===== src/hdl/pcx_rle_palette_decoder_macros.svh =====
// Assertion macros for the PCX RLE palette decoder.
// Used by the top level only; expects clk and rst_n in scope.
`ifndef PCX_RLE_PALETTE_DECODER_MACROS_SVH
`define PCX_RLE_PALETTE_DECODER_MACROS_SVH

// Same-cycle implication, disabled during reset.
`define PCX_ASSERT_NOW(label, ante, cons, msg) \
    label: assert property (@(posedge clk) disable iff (!rst_n) (ante) |-> (cons)) \
        else $error(msg);

// Next-cycle implication, disabled during reset.
`define PCX_ASSERT_NEXT(label, ante, cons, msg) \
    label: assert property (@(posedge clk) disable iff (!rst_n) (ante) |=> (cons)) \
        else $error(msg);

`endif


===== src/hdl/pcx_pkg.sv =====
// Shared types and constants for the PCX RLE palette decoder.
// No dependencies.
package pcx_pkg;

    localparam int MAX_DIMENSION   = 4096;
    localparam int PALETTE_ENTRIES = 256;
    localparam int CFG_DIM_W       = 13;   // width of the geometry registers
    localparam int RUN_W           = 6;    // run length field
    localparam int PIX_W           = 17;   // screen coordinate width
    localparam int CFG_DATA_W      = 16;
    localparam int CFG_IDX_W       = 3;

    localparam logic [7:0] RUN_MARK   = 8'd192;
    localparam logic [7:0] MASK_ALPHA = 8'hAA;

    // request opcodes
    localparam logic OP_DATA    = 1'b0;
    localparam logic OP_PALETTE = 1'b1;

    // register indexes
    localparam logic [CFG_IDX_W-1:0] REG_IMAGE_WIDTH  = 3'd0;
    localparam logic [CFG_IDX_W-1:0] REG_IMAGE_HEIGHT = 3'd1;
    localparam logic [CFG_IDX_W-1:0] REG_ORIGIN_X     = 3'd2;
    localparam logic [CFG_IDX_W-1:0] REG_ORIGIN_Y     = 3'd3;
    localparam logic [CFG_IDX_W-1:0] REG_MASK_COLOR   = 3'd4;
    localparam logic [CFG_IDX_W-1:0] REG_MASK_ENABLE  = 3'd5;

    typedef struct packed {
        logic        operation;
        logic [7:0]  data_byte;
        logic [7:0]  palette_index;
        logic [31:0] palette_color;
    } in_t;

    typedef struct packed {
        logic [PIX_W-1:0] pixel_x;
        logic [PIX_W-1:0] pixel_y;
        logic [7:0]       blue;
        logic [7:0]       green;
        logic [7:0]       red;
        logic [7:0]       alpha;
        logic             masked;
        logic             last_of_run;
        logic             image_done;
        logic             overrun;
    } out_t;

    // controller -> datapath
    typedef struct packed {
        logic accept;   // input request taken this cycle
        logic mul;      // register (rows left) * width
        logic check;    // clip the run against pixels left
        logic emit;     // push one pixel into the output register
    } cmd_t;

    // datapath -> controller
    typedef struct packed {
        logic run_start;   // accepted request produces pixels
        logic out_free;    // output register can take a pixel
        logic last_pixel;  // one pixel left in the current run
    } sts_t;

endpackage


===== src/hdl/pcx_ctrl.sv =====
// Sequencer for the PCX RLE palette decoder.
// Depends on pcx_pkg (cmd_t, sts_t).
module pcx_ctrl (
    input  logic          clk,
    input  logic          rst_n,
    input  logic          in_valid,
    output logic          in_stall,
    input  pcx_pkg::sts_t sts,
    output pcx_pkg::cmd_t cmd
);

    typedef enum logic [1:0] {
        ST_IDLE,
        ST_MUL,
        ST_CHECK,
        ST_EMIT
    } state_t;

    state_t state_reg;
    state_t state_next;

    always_comb
    begin
        state_next = state_reg;
        cmd        = '0;
        unique case (state_reg)
            ST_IDLE:
            begin
                cmd.accept = in_valid;
                if (in_valid && sts.run_start)
                begin
                    state_next = ST_MUL;
                end
            end
            ST_MUL:
            begin
                cmd.mul    = 1'b1;
                state_next = ST_CHECK;
            end
            ST_CHECK:
            begin
                cmd.check  = 1'b1;
                state_next = ST_EMIT;
            end
            ST_EMIT:
            begin
                cmd.emit = sts.out_free;
                if (sts.out_free && sts.last_pixel)
                begin
                    state_next = ST_IDLE;
                end
            end
            default:
            begin
                state_next = ST_IDLE;
            end
        endcase
    end

    assign in_stall = (state_reg != ST_IDLE);

    always_ff @(posedge clk or negedge rst_n)
    begin
        if (!rst_n)
        begin
            state_reg <= ST_IDLE;
        end
        else
        begin
            state_reg <= state_next;
        end
    end

endmodule


===== config.mk =====
export PLATFORM = sky130hd
export DESIGN_NAME = pcx_ctrl
export DESIGN_NICKNAME = d
export VERILOG_FILES = /design/src/hdl/pcx_rle_palette_decoder_macros.svh /design/src/hdl/pcx_pkg.sv /design/src/hdl/pcx_ctrl.sv
export SDC_FILE = /design/constraint.sdc
export NUM_CORES = 1
export LEC_CHECK = 0
export ABC_AREA = 0
export BUFFER_PORTS_ARGS = -buffer_cell sky130_fd_sc_hd__buf_2
export CAP_MARGIN = 20
export CORE_AREA = 8 8 45 47
export CTS_CLUSTER_DIAMETER = 80
export DETAILED_ROUTE_END_ITERATION = 16
export DIE_AREA = 0 0 53 55
export PLACE_DENSITY_LB_ADDON = 0.05
export SLEW_MARGIN = 20
export SYNTH_ARGS = -nofsm -noshare
export SYNTH_HDL_FRONTEND = slang
export SYNTH_SLANG_ARGS = --single-unit

===== constraint.sdc =====
create_clock -name clk -period 2.05 [get_ports clk]
set_clock_uncertainty 0.15 [all_clocks]
set_input_delay 0.5125 -clock clk [delete_from_list [all_inputs] [get_ports clk]]
set_output_delay 0.5125 -clock clk [all_outputs]
set_load 0.005 [all_outputs]

==> reports/qor.yml <==
wirelength_um: 463
ir_worst_vdd_mv: 0.4126
worst_pin_slew_ns: 0.1940
min_period_ns: 1.853
path_clk_slew_ns: 0.03
place_ws_ns: 0.4087
htreeDepth: 1
arrival_ns: 1.19
rsz0062_at_grt: "no"
cts_sinks: 2
fin_nets: 45
std_cell_rows: 14
final_layout_size_suffix_gt1_frac: 0.4375
use_met1: 0.02731
place_congestion: 0.6647
cp_cell_sequence: "inv_1, ha_1, and2_1, buf_2"
dpl.cell_count: 44
setup_viol: 0
grt_start_max_net_pins: 5
worst-path-max-fanout: 4
hold_path_class: "register to register"
whs_ns: 0.4105
routed-via-count: 162
cts_tree: "done"
drt_first_pass_iters: 1
clock_path_buffers: 2
cp_slowest_cell: "dfrtp_1"
yosysTopAreaCell: "ha_1"
maxCapViolCount: 0
drtIter0Drc: 0
design_area_um2: 284.0
netlist_area_um2: 181.4
outcome: "complete, no violations"
relSlewSlack: 0.8707
start_util: 0.1311
required_ns: 1.39
syn_inst: 18
fp.dieH_um: 55
io_buffers: 10
p_leak_nw: 0.1619
place_area_um2: 251.5
postCtsSetupBuffers: 0
synth_top_area_frac: 0.3448
stdcell_count: 48
yosys_warnings: 0
core_area_um2: 1384
fin_setup_tns_ns: 0
ys_types: 9
grt_use_met2: 0.06055
fillers: 166
antenna_found_initial: 0
grt_use_met3: 0.02674
antenna_violating_nets_post_route: 0
syn_area_per_cell_um2: 10.08
cp_top_family: "flip-flops"
die_x_um: 53
ys_seq_elements: 2
drc_errors: 0
wl_per_cell_um: 9.646
ios: 11
slew_viol_final: 0
multiInputGateArea_um2: 120.1
hold_viol_final: 0
crit_type: "register to output port"
largest_reg_flops: 2
grt_pass1_vias: 190
synth.yosys.seq_area_share: 0.2759
cpPeakStageDelay_ns: 0.39
grt.overflow.total: 0
finalCritPeriodShare: 0.9039
grt_pass1_wl_um: 759
final_util: 0.2052
total_power_mw: 0.3789
syn_to_final_growth_pct: 56.55
ys_top_cells_by_area: "ha_1 34%, dfrtp_1 28%, a22oi_2 6.9%, and2_1 6.9%, inv_1 6.2%"
synth.net_count: 29
cts_root_buf: "clkbuf_4"
setup_ws_ns: 0.1970
fp.dieArea_um2: 2915
dp_hpwl_um: 381.8
insertion_delay_ns: 0.22
grt.busiest_layer: "met2"
path_buf_inv: 2
grt.total_usage: 0.03714
fmax_mhz: 539.7
antenna-diode-count: 0
numCtsBuffers: 3
ff_latch_area_um2: 50.05
critPathCaptureType: "output port"
powerDensity_nw_per_um2: 1334
startpoint_type: "register"
viasPerCell: 3.375
[kinds of logic (layout without fill, tap and decap cells)]
group                      Yosys count  after routing  synth area share
adders and majority gates            5              5            0.3448
and+or+nand+nor                      5              5            0.1310
DFF                                  2              2            0.2759
muxes                                2              2            0.1172
buffers and inverters                3             17           0.06206
AOI/OAI and AO/OA                    1              1           0.06895
[what timing repair did]
item                                   4_1_cts  5_1_grt
endpoints found under the hold margin        2        0
hold buffers                                 1        0
gates resized for setup                      0        0
[Yosys cell counts]
library cell and n:
mux2_1 1, a22oi_2 1, nand2_1 2, nor2_1 1, dfrtp_1 2, inv_1 3
mux2i_1 1, ha_1 5, and2_1 2
[layer usage]
metal	vias up	wire [um]
met1	72	144
met5	-	0
li1	84	-
met4	0	0
met3	0	71
met2	6	247
[power breakdown]
part           internal (mW)  total (mW)  switching [mW]
logic                  0.106       0.209           0.103
registers             0.0628      0.0824          0.0195
clock network         0.0646      0.0875          0.0229
[placed cells by master, fill, tap and decap left out]
cell | Yosys | layout
clkbuf_4 | 0 | 3
a22oi_2 | 1 | 1
dfrtp_1 | 2 | 2
ha_1 | 5 | 5
dlygate4sd3_1 | 0 | 1
nor2_1 | 1 | 1
nand2_1 | 2 | 2
mux2i_1 | 1 | 1
inv_1 | 3 | 3
buf_2 | 0 | 10
mux2_1 | 1 | 1
and2_1 | 2 | 2
[layout make-up]
type / count / share of cell area
multi-input combinational: 13 / 0.4229
inverter: 3 / 0.03965
clock buffer: 3 / 0.07930
tap: 16 / 0.07048
timing repair buffer: 11 / 0.2115
sequential: 2 / 0.1762
[worst paths after layout]
path	from	end	slack (ns)	cells past startpoint
setup / recovery	state_reg[0]	cmd[3]	0.20	4
hold / removal	state_reg[1]	state_reg[1]	0.41	1
setup reg to reg	state_reg[0]	state_reg[1]	0.52	4
hold reg to reg	state_reg[1]	state_reg[1]	0.41	1
max in group asynchronous	rst_n	state_reg[1]	1.20	2
min in group asynchronous	rst_n	state_reg[0]	0.45	2
Note: power is estimated with default switching activity, not from simulation.
